==> src/design/cmt_pkg.sv <==
// Shared types, constants and helper functions for the combo hold mode toggle block.
// Used by cmt_cfg, cmt_core, the top level and the checker; depends on nothing.
`timescale 1ns / 1ps
`default_nettype none

package cmt_pkg;

  localparam int unsigned BTN_W  = 16;
  localparam int unsigned DT_W   = 10;
  localparam int unsigned HOLD_W = 16;
  localparam int unsigned TIME_W = 17;
  localparam int unsigned UI_W   = 5;

  localparam logic [TIME_W-1:0] TIME_MAX = {TIME_W{1'b1}};

  // Pad button bit positions.
  localparam int unsigned BTN_UP     = 0;
  localparam int unsigned BTN_DOWN   = 1;
  localparam int unsigned BTN_LEFT   = 2;
  localparam int unsigned BTN_RIGHT  = 3;
  localparam int unsigned BTN_CROSS  = 4;
  localparam int unsigned BTN_CIRCLE = 5;
  localparam int unsigned BTN_L1     = 6;
  localparam int unsigned BTN_R1     = 7;

  // UI button bit positions.
  localparam int unsigned UI_UP     = 0;
  localparam int unsigned UI_DOWN   = 1;
  localparam int unsigned UI_LEFT   = 2;
  localparam int unsigned UI_RIGHT  = 3;
  localparam int unsigned UI_CIRCLE = 4;

  localparam logic [BTN_W-1:0]  COMBO_MASK_RST = 16'h00C0;
  localparam logic [HOLD_W-1:0] HOLD_TIME_RST  = 16'd1000;

  typedef enum logic [1:0] {
    EV_NONE  = 2'd0,
    EV_ENTER = 2'd1,
    EV_EXIT  = 2'd2
  } ev_t;

  typedef enum logic {
    CMD_FRAME = 1'b0,
    CMD_FORCE = 1'b1
  } cmd_t;

  typedef enum logic {
    CFG_COMBO_MASK = 1'b0,
    CFG_HOLD_TIME  = 1'b1
  } cfg_reg_t;

  typedef struct packed {
    logic [BTN_W-1:0]  combo_mask;
    logic [HOLD_W-1:0] hold_time_ms;
  } cfg_t;

  typedef struct packed {
    cmd_t             cmd;
    logic [BTN_W-1:0] buttons;
    logic [DT_W-1:0]  elapsed_ms;
    logic             set_on;
  } item_t;

  typedef struct packed {
    ev_t             ev;
    logic            mode_active;
    logic            muted;
    logic [UI_W-1:0] ui_buttons;
    logic            changed;
  } result_t;

  typedef struct packed {
    logic              mode_on;
    logic              combo_seen;
    logic [TIME_W-1:0] combo_time;
    logic              combo_fired;
    logic              cross_pressed;
    logic              cross_counting;
    logic [TIME_W-1:0] cross_time;
    logic              wait_cross_release;
    logic [UI_W-1:0]   ui_latch;
  } state_t;

  // Saturating timer add.
  function automatic logic [TIME_W-1:0] add_sat(input logic [TIME_W-1:0] t,
                                                input logic [DT_W-1:0] d);
    logic [TIME_W:0] s;
    s = {1'b0, t} + {{(TIME_W + 1 - DT_W){1'b0}}, d};
    return s[TIME_W] ? TIME_MAX : s[TIME_W-1:0];
  endfunction

  // Map pad buttons to UI buttons; the shoulders act as left or right when
  // exactly one of them is held and the combo is not.
  function automatic logic [UI_W-1:0] map_ui(input logic [BTN_W-1:0] b,
                                             input logic held);
    logic [UI_W-1:0] u;
    u = '0;
    u[UI_UP]     = b[BTN_UP];
    u[UI_DOWN]   = b[BTN_DOWN];
    u[UI_LEFT]   = b[BTN_LEFT];
    u[UI_RIGHT]  = b[BTN_RIGHT];
    u[UI_CIRCLE] = b[BTN_CIRCLE];
    if (!held && (b[BTN_L1] != b[BTN_R1])) begin
      if (b[BTN_L1]) begin
        u[UI_LEFT] = 1'b1;
      end else begin
        u[UI_RIGHT] = 1'b1;
      end
    end
    return u;
  endfunction

endpackage

`default_nettype wire

==> src/design/cmt_cfg.sv <==
// Configuration register file: combo mask and hold time.
// Depends on cmt_pkg.
`timescale 1ns / 1ps
`default_nettype none

module cmt_cfg (
  input  wire logic         clk,
  input  wire logic         rst,
  input  wire logic         cfg_valid,
  output logic              cfg_ready,
  input  wire logic         cfg_index,
  input  wire logic [15:0]  cfg_data,
  output cmt_pkg::cfg_t     cfg
);

  assign cfg_ready = 1'b1;

  always_ff @(posedge clk) begin
    if (rst) begin
      cfg.combo_mask   <= cmt_pkg::COMBO_MASK_RST;
      cfg.hold_time_ms <= cmt_pkg::HOLD_TIME_RST;
    end else if (cfg_valid && cfg_ready) begin
      case (cmt_pkg::cfg_reg_t'(cfg_index))
        cmt_pkg::CFG_COMBO_MASK: cfg.combo_mask   <= cfg_data;
        cmt_pkg::CFG_HOLD_TIME:  cfg.hold_time_ms <= cfg_data;
        default: ;
      endcase
    end
  end

endmodule

`default_nettype wire

==> src/design/cmt_core.sv <==
// Mode state registers and the single-pass update for one item.
// Depends on cmt_pkg.
`timescale 1ns / 1ps
`default_nettype none

module cmt_core (
  input  wire logic            clk,
  input  wire logic            rst,
  input  wire logic            step,
  input  wire cmt_pkg::item_t  item,
  input  wire cmt_pkg::cfg_t   cfg,
  output cmt_pkg::result_t     res
);

  cmt_pkg::state_t st;
  cmt_pkg::state_t st_next;

  always_ff @(posedge clk) begin
    if (rst) begin
      st <= '0;
    end else if (step) begin
      st <= st_next;
    end
  end

  always_comb begin
    logic                           held;
    logic                           fired;
    logic [cmt_pkg::TIME_W-1:0]     ctime;
    logic [cmt_pkg::TIME_W-1:0]     xtime;
    logic [cmt_pkg::TIME_W-1:0]     hold_ext;
    cmt_pkg::state_t                s;
    cmt_pkg::ev_t                   ev;
    logic                           chg;

    s        = st;
    ev       = cmt_pkg::EV_NONE;
    chg      = 1'b0;
    fired    = 1'b0;
    held     = (item.buttons & cfg.combo_mask) == cfg.combo_mask;
    hold_ext = {1'b0, cfg.hold_time_ms};
    ctime    = cmt_pkg::add_sat(st.combo_seen ? st.combo_time : '0, item.elapsed_ms);
    xtime    = '0;

    case (item.cmd)
      cmt_pkg::CMD_FRAME: begin
        // Cross press tracking.
        if (!item.buttons[cmt_pkg::BTN_CROSS]) begin
          s.cross_pressed      = 1'b0;
          s.cross_counting     = 1'b0;
          s.cross_time         = '0;
          s.wait_cross_release = 1'b0;
        end else if (!st.cross_pressed) begin
          s.cross_pressed  = 1'b1;
          s.cross_counting = st.mode_on;
          s.cross_time     = '0;
        end
        xtime = cmt_pkg::add_sat(s.cross_time, item.elapsed_ms);

        // Combo hold toggle.
        if (!held) begin
          s.combo_seen  = 1'b0;
          s.combo_time  = '0;
          s.combo_fired = 1'b0;
        end else if (!st.combo_fired) begin
          s.combo_seen = 1'b1;
          s.combo_time = ctime;
          if (ctime >= hold_ext) begin
            fired            = 1'b1;
            s.combo_fired    = 1'b1;
            s.mode_on        = !st.mode_on;
            s.cross_counting = 1'b0;
            s.cross_time     = '0;
            ev = s.mode_on ? cmt_pkg::EV_ENTER : cmt_pkg::EV_EXIT;
          end
        end

        // Cross hold exit, skipped on the frame that toggled.
        if (!fired && s.mode_on && s.cross_counting) begin
          s.cross_time = xtime;
          if (xtime >= hold_ext) begin
            s.mode_on            = 1'b0;
            s.cross_counting     = 1'b0;
            s.wait_cross_release = 1'b1;
            ev                   = cmt_pkg::EV_EXIT;
          end
        end

        s.ui_latch = s.mode_on ? cmt_pkg::map_ui(item.buttons, held) : '0;
      end
      cmt_pkg::CMD_FORCE: begin
        if (st.mode_on != item.set_on) begin
          s.mode_on        = item.set_on;
          s.cross_counting = 1'b0;
          s.cross_time     = '0;
          if (!item.set_on) begin
            s.ui_latch = '0;
          end
          chg = 1'b1;
        end
      end
      default: ;
    endcase

    st_next         = s;
    res.ev          = ev;
    res.mode_active = s.mode_on;
    res.muted       = s.mode_on || s.wait_cross_release || held;
    res.ui_buttons  = s.ui_latch;
    res.changed     = chg;
  end

endmodule

`default_nettype wire

==> src/design/combo_hold_mode_toggle.sv <==
// Top level of the gamepad combo hold mode toggle block.
// Depends on cmt_pkg, cmt_cfg and cmt_core.
`timescale 1ns / 1ps
`default_nettype none

// Usage
// The input channel takes one word per pad frame or force command (cmd,
// buttons, elapsed_ms, set_on) under in_valid / in_stall. The output channel
// returns exactly one result word per input word (event_res, mode_active,
// muted, ui_buttons, changed) under out_valid / out_stall, in order.
// A word accepted into the input register is processed by the single-pass
// update logic and lands in the result register, where its result waits to
// be taken. Throughput is one word per cycle while out_stall stays low; the
// input register and the result register together let a new word be taken
// while a finished result waits.
// When the receiver raises out_stall, the result register holds its word;
// the input register then fills and in_stall rises until the result is
// taken. The state registers advance only when a word moves from the input
// register into the result register, so a stall never loses or repeats an
// update.
// The configuration channel (cfg_valid / cfg_ready, cfg_index, cfg_data) is
// always ready and should be used only while the block is idle.
// Synchronous reset empties both pipeline registers, clears all mode state and
// restores the combo mask to l1 plus r1 and the hold time to 1000 ms.

module combo_hold_mode_toggle (
  input  wire logic        clk,
  input  wire logic        rst,
  // input channel
  input  wire logic        in_valid,
  output logic             in_stall,
  input  wire logic        cmd,
  input  wire logic [15:0] buttons,
  input  wire logic [9:0]  elapsed_ms,
  input  wire logic        set_on,
  // output channel
  output logic             out_valid,
  input  wire logic        out_stall,
  output logic [1:0]       event_res,
  output logic             mode_active,
  output logic             muted,
  output logic [4:0]       ui_buttons,
  output logic             changed,
  // configuration channel
  input  wire logic        cfg_valid,
  output logic             cfg_ready,
  input  wire logic        cfg_index,
  input  wire logic [15:0] cfg_data
);

  cmt_pkg::cfg_t    cfg;
  cmt_pkg::item_t   in_q;
  logic             in_full;
  cmt_pkg::result_t res;
  cmt_pkg::result_t res_q;
  logic             move;
  logic             step;

  // The result register can take a new word when it is empty or being read.
  assign move     = !(out_valid && out_stall);
  assign step     = in_full && move;
  assign in_stall = in_full && !move;

  cmt_cfg u_cfg (
    .clk       (clk),
    .rst       (rst),
    .cfg_valid (cfg_valid),
    .cfg_ready (cfg_ready),
    .cfg_index (cfg_index),
    .cfg_data  (cfg_data),
    .cfg       (cfg)
  );

  // Input register.
  always_ff @(posedge clk) begin
    if (rst) begin
      in_full <= 1'b0;
    end else if (!in_stall) begin
      in_full <= in_valid;
    end
  end

  always_ff @(posedge clk) begin
    if (in_valid && !in_stall) begin
      in_q.cmd        <= cmt_pkg::cmd_t'(cmd);
      in_q.buttons    <= buttons;
      in_q.elapsed_ms <= elapsed_ms;
      in_q.set_on     <= set_on;
    end
  end

  cmt_core u_core (
    .clk  (clk),
    .rst  (rst),
    .step (step),
    .item (in_q),
    .cfg  (cfg),
    .res  (res)
  );

  // Result register.
  always_ff @(posedge clk) begin
    if (rst) begin
      out_valid <= 1'b0;
    end else if (move) begin
      out_valid <= in_full;
    end
  end

  always_ff @(posedge clk) begin
    if (step) begin
      res_q <= res;
    end
  end

  assign event_res   = res_q.ev;
  assign mode_active = res_q.mode_active;
  assign muted       = res_q.muted;
  assign ui_buttons  = res_q.ui_buttons;
  assign changed     = res_q.changed;

endmodule

`default_nettype wire

==> config.mk <==
export PLATFORM = sky130hd
export DESIGN_NAME = combo_hold_mode_toggle
export DESIGN_NICKNAME = d
export VERILOG_FILES = /design/src/design/cmt_pkg.sv /design/src/design/cmt_cfg.sv /design/src/design/cmt_core.sv /design/src/design/combo_hold_mode_toggle.sv
export SDC_FILE = /design/constraint.sdc
export NUM_CORES = 1
export LEC_CHECK = 0
export BUFFER_PORTS_ARGS = -buffer_cell sky130_fd_sc_hd__buf_2
export CAP_MARGIN = 20
export CORE_MARGIN = 5
export CORE_UTILIZATION = 57
export CTS_BUF_LIST = sky130_fd_sc_hd__clkbuf_4
export CTS_CLUSTER_DIAMETER = 200
export CTS_CLUSTER_SIZE = 14
export DETAILED_ROUTE_END_ITERATION = 6
export PLACE_DENSITY = 0.77
export SKIP_CTS_REPAIR_TIMING = 1
export SYNTH_ARGS = -nofsm -noshare
export SYNTH_HDL_FRONTEND = slang
export SYNTH_SLANG_ARGS = --single-unit
==> constraint.sdc <==
create_clock -name clk -period 6.9 [get_ports clk]
set_clock_uncertainty 0.2 [all_clocks]
set_input_delay 0.345 -clock clk [delete_from_list [all_inputs] [get_ports clk]]
set_output_delay 0.345 -clock clk [all_outputs]
set_load 0.05 [all_outputs]
Yosys cells after proc, flatten, opt, wreduce, memory -nomap -nowiden
Cells that the tools add are included.
{ "word_totals": {"reg_bits": 117, "output_inout_bits": 13, "word_cells": 98} }
{ "classes": {"add_sub_neg": 2, "n_lt_le_gt_ge": 2, "n_eq_ne": 5, "mux": 45, "n_bitwise": 3, "n_reduce_logical": 19} }
{ "ops": {"columns": ["cell", "count"], "rows": [
  ["18-bit two-way mux", 6],
  ["19-bit two-way mux", 4],
  ["17-bit two-way mux", 3],
  ["17-bit by 10-bit adder with 18-bit output", 2],
  ["18-bit case mux with 2 select lines", 1],
  ["17-bit by 16-bit greater-or-equal comparator with 1-bit output", 2],
  ["20-bit two-way mux", 1],
  ["1-bit two-way mux", 18],
  ["16-bit bitwise AND", 1],
  ["16-bit == test", 1],
  ["5-bit two-way mux", 3],
  ["2-bit two-way mux", 7],
  ["5-bit case mux with 2 select lines", 1],
  ["2-bit AND reduction", 4],
  ["1-bit logical AND", 7],
  ["1-bit zero test", 5],
  ["3-bit AND reduction", 1],
  ["1-bit logical OR", 2],
  ["1-bit inequality test", 2],
  ["2-bit by 1-bit inequality test with 1-bit output, second input constant", 1],
  ["2-bit inequality test, second input constant", 1],
  ["1-bit inverter", 2],
  ["1-bit case mux with 2 select lines", 1]
]} }

Logic depth before layout (Yosys ltp)
Gate-level depths: netlist of the first run.
{ "depth": {"word_depth": 16, "mapped_depth": 24, "mapped_depth_nobuf": 22} }

By module
Synthesis of the first run repeated with hierarchy kept, for this count alone.
{ "unflattened": {"cells_unflattened": 733, "hier_area_um2": 6951.7} }
{ "by_module_without_submodules": {"columns": ["mod", "instances", "cells_each", "area_each_um2", "seq_area_each_um2"], "rows": [
  ["cmt_core", 1, 556, 4372.9, 900.9],
  ["cmt_cfg", 1, 129, 1351.3, 640.6],
  ["combo_hold_mode_toggle", 1, 48, 1227.4, 1181.1]
]} }

Worst setup path before layout of the first run
OpenSTA, ideal clock, no wires.
{ "synth_path": {"path_kind": "flip-flop to flip-flop", "from": "reg u_core.st[43] in the netlist's numbering", "to": "reg u_core.st[11] in the netlist's numbering", "arrival_time_ns": 5.162, "required_ns": 6.640, "path_slack_ns": 1.478, "path_stages_with_launch": 25, "path_buffers": 3, "period_less_slack_ns": 5.422, "path_cell_list": "dfxtp_1 > buf_2 > clkbuf_1 > and2_1 > ha_1 > fa_1 > a211oi_1 > nor3b_2 > o31ai_2 > nor2_1 > xnor2_1 > o21ai_0 > ha_1 > a21oi_1 > o21ai_0 > a21oi_1 > o31ai_1 > a221oi_1 > nand2_1 > ha_1 > inv_1 > o211a_4 > o41ai_4 > buf_6 > a22o_1"} }
{ "synth_between": {"elab_chain_cells": 13, "elab_cells_between_ends": 21, "classes_between": "1 x add/sub; 1 x order compare; 16 x mux; 3 x reduce/logical"} }
{ "synth_lines": {"columns": ["item", "line", "text"], "rows": [
  ["start: declaration", "cmt_core.sv:15", "cmt_pkg::state_t st;"],
  ["start signal: assignment", "cmt_core.sv:22", "st <= st_next;"],
  ["17-bit two-way mux *", "cmt_core.sv:42", "ctime = cmt_pkg::add_sat(st.combo_seen ? st.combo_time : '0, item.elapsed_ms);"],
  ["17-bit by 10-bit adder with 18-bit output *", "cmt_pkg.sv:88", "s = {1'b0, t} + {{(TIME_W + 1 - DT_W){1'b0}}, d};"],
  ["17-bit two-way mux *", "cmt_pkg.sv:89", "return s[TIME_W] ? TIME_MAX : s[TIME_W-1:0];"],
  ["17-bit by 16-bit greater-or-equal comparator with 1-bit output *", "cmt_core.sv:68", "if (ctime >= hold_ext) begin"],
  ["1-bit two-way mux", "cmt_core.sv:68", null],
  ["1-bit two-way mux", "cmt_core.sv:65", "end else if (!st.combo_fired) begin"],
  ["1-bit two-way mux", "cmt_core.sv:61", "if (!held) begin"],
  ["1-bit two-way mux", "cmt_core.sv:45", "case (item.cmd)"],
  ["1-bit zero test", "cmt_core.sv:79", "if (!fired && s.mode_on && s.cross_counting) begin"],
  ["1-bit logical AND (2 in series)", "cmt_core.sv:79", null],
  ["19-bit two-way mux *", "cmt_core.sv:79", null],
  ["18-bit case mux with 2 select lines *", "cmt_core.sv:45", null]
]} }
Mark *: on every way between the ends. The rest lies on a longest branch, timed or not. The select of a mux whose other input is x is not followed.
A chain may end at the register's enable or synchronous reset.

Worst setup path in the final report of the first run
{ "layout_path": {"from": "reg u_core.st[43] in the netlist's numbering", "to": "reg u_core.st[21] in the netlist's numbering"} }
Same word-level chain as after synthesis.

==> results.py, run 1 <==
metrics = {
    "timing": {
        "min_period_ps": 6400,
        "slew_viol_final": 0,
        "tns_ps": 0,
        "post-route-period-util_pct": 92.8,
        "clock.fmax_mhz": 156,
        "tightestPinTransition_ps": 1070,
        "slew-limit-headroom_pct": 28.9,
        "rsz0062_at_grt": "no",
        "hold_viol": 0,
        "setup_violations": 0,
    },
    "layout": {
        "layout-drive-gt1-share_pct": 13.7,
        "nFillCells": 856,
        "regArea_um2": 2720,
        "final_common_cell": "nand2_1",
        "multi_input_area_um2": 3740,
        "diodes": 0,
        "nets": 941,
        "area_growth_pct": 17.4,
        "final_cell_mix": "nand2_1, dfxtp_1, a21oi_1",
        "finalCoreUtilization_pct": 68.8,
    },
    "detailed_routing": {
        "drt_iter0_drc": 753,
        "vias": 5999,
        "remaining_drc_errors": 0,
        "ant_nets": 0,
        "viasPerCell": 6.07,
        "drt-pass1-iter-count": 5,
        "wl_per_cell_um": 18.0,
        "drt_wl_total_mm": 17.8,
    },
    "clock_tree": {
        "cts.sinks": 117,
        "cts_root_buffer": "clkbuf_4",
        "cts_tree": "done",
        "h-tree-depth": 4,
        "clockBufferDepth": 2,
        "clkTransAtPathRegs_ps": 120,
        "clock_latency_ps": 570,
        "cts_buffers": 17,
    },
    "run": {
        "max-cap-violations": 0,
    },
    "setup_path": {
        "worstPathMaxFanout": 19,
        "start_kind": "flop",
        "r2r-end": "u_core.st[21]",
        "cp.arrival_ps": 6690,
        "critical_path.startpoint": "u_core.st[43]",
        "critPathCaptureType": "flop",
        "reg2regPathDepth": 21,
        "worstSetupPathType": "flop to flop",
        "worstPathRequired_ps": 7190,
        "regToRegStartpoint": "u_core.st[43]",
        "rrSetupSlack_ps": 500,
        "crit_path_end": "u_core.st[21]",
    },
    "grt": {
        "antenna_found_initial": 0,
        "grt_pass1_wl_mm": 26.9,
        "grt_max_degree": 60,
        "track_usage_pct": 23.5,
        "grt-ovfl-total": 0,
        "grt_pass1_vias": 5616,
    },
    "die": {
        "die_h_um": 119,
        "die_w_um": 119,
        "start_util_pct": 58.6,
        "die-area_um2": 14100,
        "num_rows": 39,
        "io_pins": 63,
        "core-area_um2": 11500,
    },
    "synthesis": {
        "async_flop_share_pct": 0,
        "netlist_instances": 730,
        "avgSynthCellArea_um2": 9.21,
        "yosys_warnings": 0,
        "ys_types": 69,
        "seq_area_frac_synth_pct": 40.5,
        "synthesis.nets": 838,
        "synth_edf_count": 38,
        "ys_seq_elements": 117,
        "ys.flop_type": "dfxtp_1",
        "synth_area_um2": 6720,
    },
    "place": {
        "place.gp.congestion": 0.958,
        "hpwlAfterDp_mm": 12.6,
        "port-buffer-count": 61,
    },
    "pwr": {
        "p_leak_nw": 3.35,
        "peakVddDrop_mv": 0.183,
        "power_density_nw_per_um2": 193,
    },
    "min_path": {
        "hold_class": "input pin to flop",
    },
    "status": {
        "outcome": "complete, no violations",
    },
}
==> kinds of logic after synthesis <==
kind of cell	synth area share [%]
other	0.0558
multiplexers	0.633
AO/OA/AOI/OAI	21.9
buffers and inverters	3.89
XOR/XNOR	3.00
adder cells (fa/ha/maj)	11.0
flip-flops	40.5
AND/OR/NAND/NOR	19.0
==> sequential cells by signal, summed over array words and instances (netlist names) <==
register     cells
in_q            28
mode_active      1
u_core.st       45
muted            1
ui_buttons       5
u_cfg.cfg       32
in_full          1
event_res        2
out_valid        1
changed          1
==> per-layer routing <==
metal	share of wire (%)	global-route usage (%)	vias to the layer above
met1	42	29.8	2864
li1	-	-	2853
met3	5.8	6.30	52
met4	3.4	9.50	0
met2	49	38.2	230
met5	0	0	-
==> area by class of cell <==
cell class / instances / share of cell area, %
clock buffer: 18 / 1.71
clock inverter: 14 / 2.25
inverter: 33 / 1.57
multi-input combinational: 551 / 47.4
sequential: 117 / 34.5
tap: 143 / 2.27
timing repair buffer: 113 / 10.3
==> critical path, stage by stage (launching register included) <==
cell and delay [ps]:
dfxtp_1 510, and2_1 260, ha_1 190, fa_1 430
a211oi_1 420, nor3b_2 120, o31ai_2 420, nor2_1 110
xnor2_1 140, o21ai_0 280, ha_1 330, a21oi_1 130
o21ai_0 110, a21oi_1 120, o31ai_1 90, a221oi_1 390
nand2_1 240, ha_1 410, inv_1 70, o211a_4 280
o41ai_4 800, a22o_1 260
==> worst min-delay path by stage <==
stage	startpoint	endpoint	slack, ps	cells after the start
after floorplan	u_core.st[33]	u_core.st[33]	230	2
after global placement	u_cfg.cfg[29]	u_cfg.cfg[29]	240	2
after detailed placement	u_cfg.cfg[16]	u_cfg.cfg[16]	240	2
after CTS	buttons[6]	in_q[17]	-290	1
after global routing	cfg_valid	u_cfg.cfg[27]	20	4
final	cfg_valid	u_cfg.cfg[27]	20	4
==> synth_stat cells (5+ instances only) <==
cell type	n	area, um2
nand2b_1	6	37.5
xor2_1	12	105
nand2_1	117	439
a31oi_1	5	31.3
a211oi_1	7	52.6
nor2b_1	17	106
nand3b_1	8	60.1
nand3_1	11	55.1
a22oi_1	13	97.6
dfxtp_1	79	1580
nor2_1	44	165
inv_1	31	116
nor3_1	5	25.0
edfxtp_1	38	1140
clkbuf_1	21	78.8
a21oi_1	63	315
a22o_1	21	184
o21ai_0	24	120
ha_1	56	701
a21o_1	13	97.6
and3_1	15	93.8
nand4_1	11	68.8
o21ai_1	7	35.0
a32o_1	7	70.1
and2_1	15	93.8
xnor2_1	11	96.3
==> report_power, final <==
group | internal, W | switching, W
Clock | 0.000259 | 0.000301
Sequential | 0.000738 | 0.0000210
Combinational | 0.0000842 | 0.000121
==> per-stage QoR <==
step           cell area [um2]  hold WS (ps)  worst slack (ps)  cells  power [W]
6_report                  7890          16.1               500    989    0.00152
5_1_grt                   7890          16.4               131    989    0.00159
4_1_cts                   7400          -288               609    940    0.00150
3_5_place_dp              7090           243               663    908   0.000952
3_3_place_gp              7090           241               864    908   0.000944
2_1_floorplan             6720           227              1480    730   0.000897
(Power assumes the default switching activity.)
==> inputs of run 2 (changes only) <==
--- a/config.mk
+++ b/config.mk
@@ -5,6 +5,7 @@
 export SDC_FILE = /design/constraint.sdc
 export NUM_CORES = 1
 export LEC_CHECK = 0
+export ABC_AREA = 1
 export BUFFER_PORTS_ARGS = -buffer_cell sky130_fd_sc_hd__buf_2
 export CAP_MARGIN = 20
 export CORE_MARGIN = 5
==> results.py, run 2 <==
metrics = {
    "layout": {
        "largestRegisters": "u_core.st x45, u_cfg.cfg x32, in_q x28",
        "final_cell_mix": "nand2_1, inv_1, nor2_1",
        "final_cell_area_um2": 8380,
        "final_common_cell": "nand2_1",
        "largest_register_ffs": 45,
        "area_growth_pct": 15.9,
        "nFillCells": 1083,
        "diodes": 0,
        "regMostFlops": "u_core.st",
        "layout-drive-gt1-share_pct": 11.7,
        "fin_cells": 1303,
        "nets": 1226,
    },
    "synthesis": {
        "synth_top_area_share_pct": 21.9,
        "synth_edf_count": 38,
        "yosys.area.top_type": "dfxtp_1",
        "synthesis.nets": 1120,
        "ys_types": 47,
        "yosysMostFrequentCell": "nand2_1",
        "seq_area_frac_synth_pct": 37.7,
        "ys_seq_elements": 117,
        "avgSynthCellArea_um2": 7.14,
        "synth.area.top_cells": "dfxtp_1, edfxtp_1, nand2_1, ha_1, inv_1",
        "synth_area_um2": 7220,
        "synth_common_cells": "nand2_1, inv_1, nor2_1",
        "ys.flop_type": "dfxtp_1",
        "netlist_instances": 1012,
        "async_flop_share_pct": 0,
        "yosys_warnings": 0,
    },
    "clock_tree": {
        "cts_buffers": 17,
        "clock_latency_ps": 580,
        "cts_root_buffer": "clkbuf_4",
        "h-tree-depth": 4,
        "cts_tree": "done",
        "cts.sinks": 117,
        "clkTransAtPathRegs_ps": 110,
        "clockBufferDepth": 2,
    },
    "die": {
        "start_util_pct": 57.7,
        "io_pins": 63,
        "die-area_um2": 15000,
        "die_h_um": 123,
        "die_w_um": 123,
        "core-area_um2": 12500,
        "num_rows": 41,
    },
    "setup_path": {
        "start_kind": "flop",
        "worstPathMaxFanout": 19,
        "critPathCaptureType": "flop",
        "slowest_delay_ps": 840,
        "worstSetupPathType": "flop to flop",
        "path_common_cell": "nand2_1",
        "cp_slowest_cell": "dfxtp_1",
        "crit_buf_inv": 3,
        "critPathTopFamily": "simple AND/OR/NAND/NOR gates",
        "worstPathRequired_ps": 7020,
        "cp.arrival_ps": 5580,
    },
    "run": {
        "max-cap-violations": 0,
    },
    "timing": {
        "hold_viol": 0,
        "min_period_ps": 5460,
        "tightestPinTransition_ps": 800,
        "post-route-period-util_pct": 79.1,
        "setup_violations": 0,
        "slew-limit-headroom_pct": 46.6,
        "slew_viol_final": 0,
        "tns_ps": 0,
        "finalWorstSetupSlack_ps": 1440,
        "rsz0062_at_grt": "no",
        "clock.fmax_mhz": 183,
    },
    "place": {
        "dp_worst_setup_slack_ps": 1510,
        "place.gp.congestion": 0.895,
        "port-buffer-count": 61,
        "hpwlAfterDp_mm": 12.8,
        "place_area_um2": 7660,
        "dp_cells": 1223,
    },
    "grt": {
        "grt-ovfl-total": 0,
        "antenna_found_initial": 0,
        "grt_pass1_vias": 5970,
        "grt_pass1_wl_mm": 28.4,
        "track_usage_pct": 24.1,
        "grt_max_degree": 46,
    },
    "min_path": {
        "hold_class": "input pin to flop",
    },
    "pwr": {
        "peakVddDrop_mv": 0.212,
        "p_leak_nw": 4.06,
        "power_density_nw_per_um2": 170,
        "p_total_w": 0.00143,
    },
    "detailed_routing": {
        "drt_iter0_drc": 516,
        "drt_wl_total_mm": 18.6,
        "viasPerCell": 5.17,
        "ant_nets": 0,
        "wl_per_cell_um": 14.3,
        "vias": 6739,
        "remaining_drc_errors": 1,
        "drt-pass1-iter-count": 7,
    },
    "status": {
        "violations": "design-rule violations",
        "outcome": "finished with violations",
    },
}
-- run 2: area by class of cell --
class | count | area [um2] | share of cell area [%]
clock inverters | 15 | 106 | 1.27
inverters | 156 | 587 | 7.01
repair buffers | 115 | 835 | 9.96
multi-input cells | 711 | 3780 | 45.2
flip-flops and latches | 117 | 2720 | 32.5
well taps | 172 | 215 | 2.57
clock buffers | 17 | 128 | 1.52
-- run 2: tightest hold or removal path, stage by stage --
cell     delay [ps]
buf_2           110
inv_1            50
nor2_1          100
nand2_1          80
nand3_1          70
-- run 2: cells by family (layout without fill, tap and decap cells) --
| logic type | Yosys count | in the layout | synth area share (%) |
|---|---|---|---|
| DFF | 117 | 117 | 37.7 |
| and+or+nand+nor | 474 | 474 | 28.2 |
| xor gates and xnor gates | 11 | 11 | 1.33 |
| adders and majority gates | 58 | 58 | 10.3 |
| other | 1 | 1 | 0.0519 |
| buffers and inverters | 184 | 303 | 9.99 |
| AOI/OAI and AO/OA | 167 | 167 | 12.5 |
-- run 2: per-layer routing --
layer,up-vias,share of wire (%),GRT usage (%),routed length [um]
met3,31,6.1,6.31,1130
met2,212,47,38.5,8770
met1,3019,45,31.9,8320
met4,0,2.0,8.05,367
li1,3477,-,-,-
met5,-,0,0,0
-- run 2: path summary, 6_finish.rpt --
| kind | startpoint | end | slack, ps | cells after the start |
|---|---|---|---|---|
| max reg2reg | u_core.st[43] | muted | 1440 | 32 |
| min reg2reg | u_core.st[31] | u_core.st[31] | 270 | 2 |
| min | cfg_valid | u_cfg.cfg[23] | 30 | 5 |
| max | u_core.st[43] | muted | 1440 | 32 |
-- run 2: stage by stage --
step	utilization, %	hold WS [ps]
after CTS	63.1	-277
after global placement	61.1	246
after floorplan	-	224
after global routing	66.9	64.6
final	66.9	28.9
after detailed placement	61.2	251
-- run 2: power breakdown --
| group | switching (W) | total (W) | internal (W) | leakage [nW] |
|---|---|---|---|---|
| combinational | 0.000143 | 0.000225 | 0.0000822 | 2.92 |
| sequential | 0.0000182 | 0.000762 | 0.000744 | 1.01 |
| clock | 0.000297 | 0.000439 | 0.000143 | 0.124 |
==> inputs of run 3 (changes only) <==
--- a/config.mk
+++ b/config.mk
@@ -9,12 +9,12 @@
 export BUFFER_PORTS_ARGS = -buffer_cell sky130_fd_sc_hd__buf_2
 export CAP_MARGIN = 20
 export CORE_MARGIN = 5
-export CORE_UTILIZATION = 57
+export CORE_UTILIZATION = 56
 export CTS_BUF_LIST = sky130_fd_sc_hd__clkbuf_4
 export CTS_CLUSTER_DIAMETER = 200
 export CTS_CLUSTER_SIZE = 14
 export DETAILED_ROUTE_END_ITERATION = 6
-export PLACE_DENSITY = 0.77
+export PLACE_DENSITY = 0.79
 export SKIP_CTS_REPAIR_TIMING = 1
 export SYNTH_ARGS = -nofsm -noshare
 export SYNTH_HDL_FRONTEND = slang
==> constraint.sdc (replaced) <==
create_clock -name clk -period 4.7 [get_ports clk]
set_clock_uncertainty 0.2 [all_clocks]
set_input_delay 0.235 -clock clk [delete_from_list [all_inputs] [get_ports clk]]
set_output_delay 0.235 -clock clk [all_outputs]
set_load 0.05 [all_outputs]
==> results.py, run 3 (synthesis gave the netlist of run 2 again) <==
metrics = {
    "grt": {
        "grt_pass1_wl_mm": 29.1,
        "track_usage_pct": 24.3,
        "grt-ovfl-total": 0,
        "antenna_found_initial": 0,
        "grt_max_degree": 46,
        "grt_pass1_vias": 6279,
    },
    "layout": {
        "final_cell_mix": "nand2_1, inv_1, nor2_1",
        "regMostFlops": "u_core.st",
        "nets": 1251,
        "final_common_cell": "nand2_1",
        "largestRegisters": "u_core.st x45, u_cfg.cfg x32, in_q x28",
        "largest_register_ffs": 45,
        "area_growth_pct": 23.2,
        "layout-drive-gt1-share_pct": 17.3,
        "finalCoreUtilization_pct": 70.6,
        "nFillCells": 1003,
        "diodes": 0,
    },
    "setup_path": {
        "cp_slowest_cell": "dfxtp_4",
        "worstPathRequired_ps": 4900,
        "worstPathMaxFanout": 8,
        "slowest_delay_ps": 380,
        "rrSetupSlack_ps": 230,
        "cp.arrival_ps": 4670,
        "worstSetupPathType": "flop to flop",
        "critPathCaptureType": "flop",
        "start_kind": "flop",
    },
    "clock_tree": {
        "clockBufferDepth": 2,
        "clkTransAtPathRegs_ps": 120,
        "cts_tree": "done",
        "cts_root_buffer": "clkbuf_4",
        "clock_latency_ps": 550,
        "h-tree-depth": 4,
        "cts.sinks": 117,
        "cts_buffers": 17,
    },
    "timing": {
        "hold_viol": 2,
        "tightestPinTransition_ps": 933,
        "min_period_ps": 4470,
        "clock.fmax_mhz": 224,
        "fin_hold_ws_ps": -11.7,
        "finalWorstSetupSlack_ps": 234,
        "setup_violations": 0,
        "post-route-period-util_pct": 95.0,
        "slew-limit-headroom_pct": 37.8,
        "tns_ps": 0,
        "slew_viol_final": 0,
    },
    "die": {
        "start_util_pct": 57.2,
        "die_w_um": 124,
        "die_h_um": 124,
        "io_pins": 63,
        "num_rows": 41,
        "die-area_um2": 15300,
        "core-area_um2": 12600,
    },
    "detailed_routing": {
        "wl_per_cell_um": 14.9,
        "vias": 7075,
        "drt_iter0_drc": 405,
        "remaining_drc_errors": 0,
        "viasPerCell": 5.33,
        "ant_nets": 0,
        "drt-pass1-iter-count": 6,
        "drt_wl_total_mm": 19.8,
    },
    "pwr": {
        "peakVddDrop_mv": 0.236,
        "p_leak_nw": 4.22,
        "power_density_nw_per_um2": 247,
        "p_total_w": 0.00220,
    },
    "place": {
        "hpwlAfterDp_mm": 12.8,
        "place.gp.congestion": 0.937,
        "dp_worst_setup_slack_ps": -174,
        "port-buffer-count": 61,
    },
    "status": {
        "outcome": "finished with violations",
        "violations": "negative hold slack",
    },
    "min_path": {
        "hold_class": "input pin to flop",
    },
    "run": {
        "max-cap-violations": 0,
    },
}
==> run 3: cell types whose count changed in the layout (fill, tap and decap cells not counted), sizes merged <==
cell         before  now
bufinv            0    1
clkinv            9    6
buf              67   88
clkbuf           17   19
inv             159  157
dlygate4sd3      48   51
clkinvlp          3    5
==> run 3: layer usage <==
layer	global-route usage, %	vias to the layer above	part of all wire, %
met5	0	-	0
met4	8.17	0	3.0
met3	5.22	46	6.4
met2	40.9	277	49
met1	31.0	3229	42
li1	-	3523	-
==> run 3: per-stage QoR <==
stage / hold slack (ps) / area [um2] / cells
final: -11.7 / 8900 / 1327
after floorplan: 134 / 7230 / 1012
after CTS: -378 / 8020 / 1266
after global routing: 6.42 / 8900 / 1327
after detailed placement: 213 / 7760 / 1235
after global placement: 211 / 7760 / 1235
==> run 3: worst max-delay path: cells and delay by family (launching register included) <==
kind / cells / cell delay (ps)
flops: 1 / 380
fa+ha+maj: 4 / 1150
buf+inv: 7 / 530
compound gates: 6 / 710
simple gates: 15 / 1340
==> run 3: area by class of cell <==
cell class / instances / area (um2) / area share [%]
Inverter: 156 / 591 / 6.63
Timing Repair Buffer: 140 / 1070 / 12.0
Sequential cell: 117 / 2730 / 30.6
Clock buffer: 18 / 135 / 1.52
Tap cell: 172 / 215 / 2.42
Clock inverter: 13 / 126 / 1.42
Multi-Input combinational cell: 711 / 4040 / 45.4
==> run 3: path summary, 6_finish.rpt <==
check | from | endpoint | cells after the start
max | u_core.st[43] | u_core.st[14] | 32
min | cfg_valid | u_cfg.cfg[20] | 5
max reg2reg | u_core.st[43] | u_core.st[14] | 32
min reg2reg | u_cfg.cfg[26] | u_cfg.cfg[26] | 2
==> run 3: where the power goes <==
group | internal, W | switching [W]
Sequential | 0.00109 | 0.0000270
Clock | 0.000271 | 0.000438
Combinational | 0.000142 | 0.000224
Total | 0.00151 | 0.000690
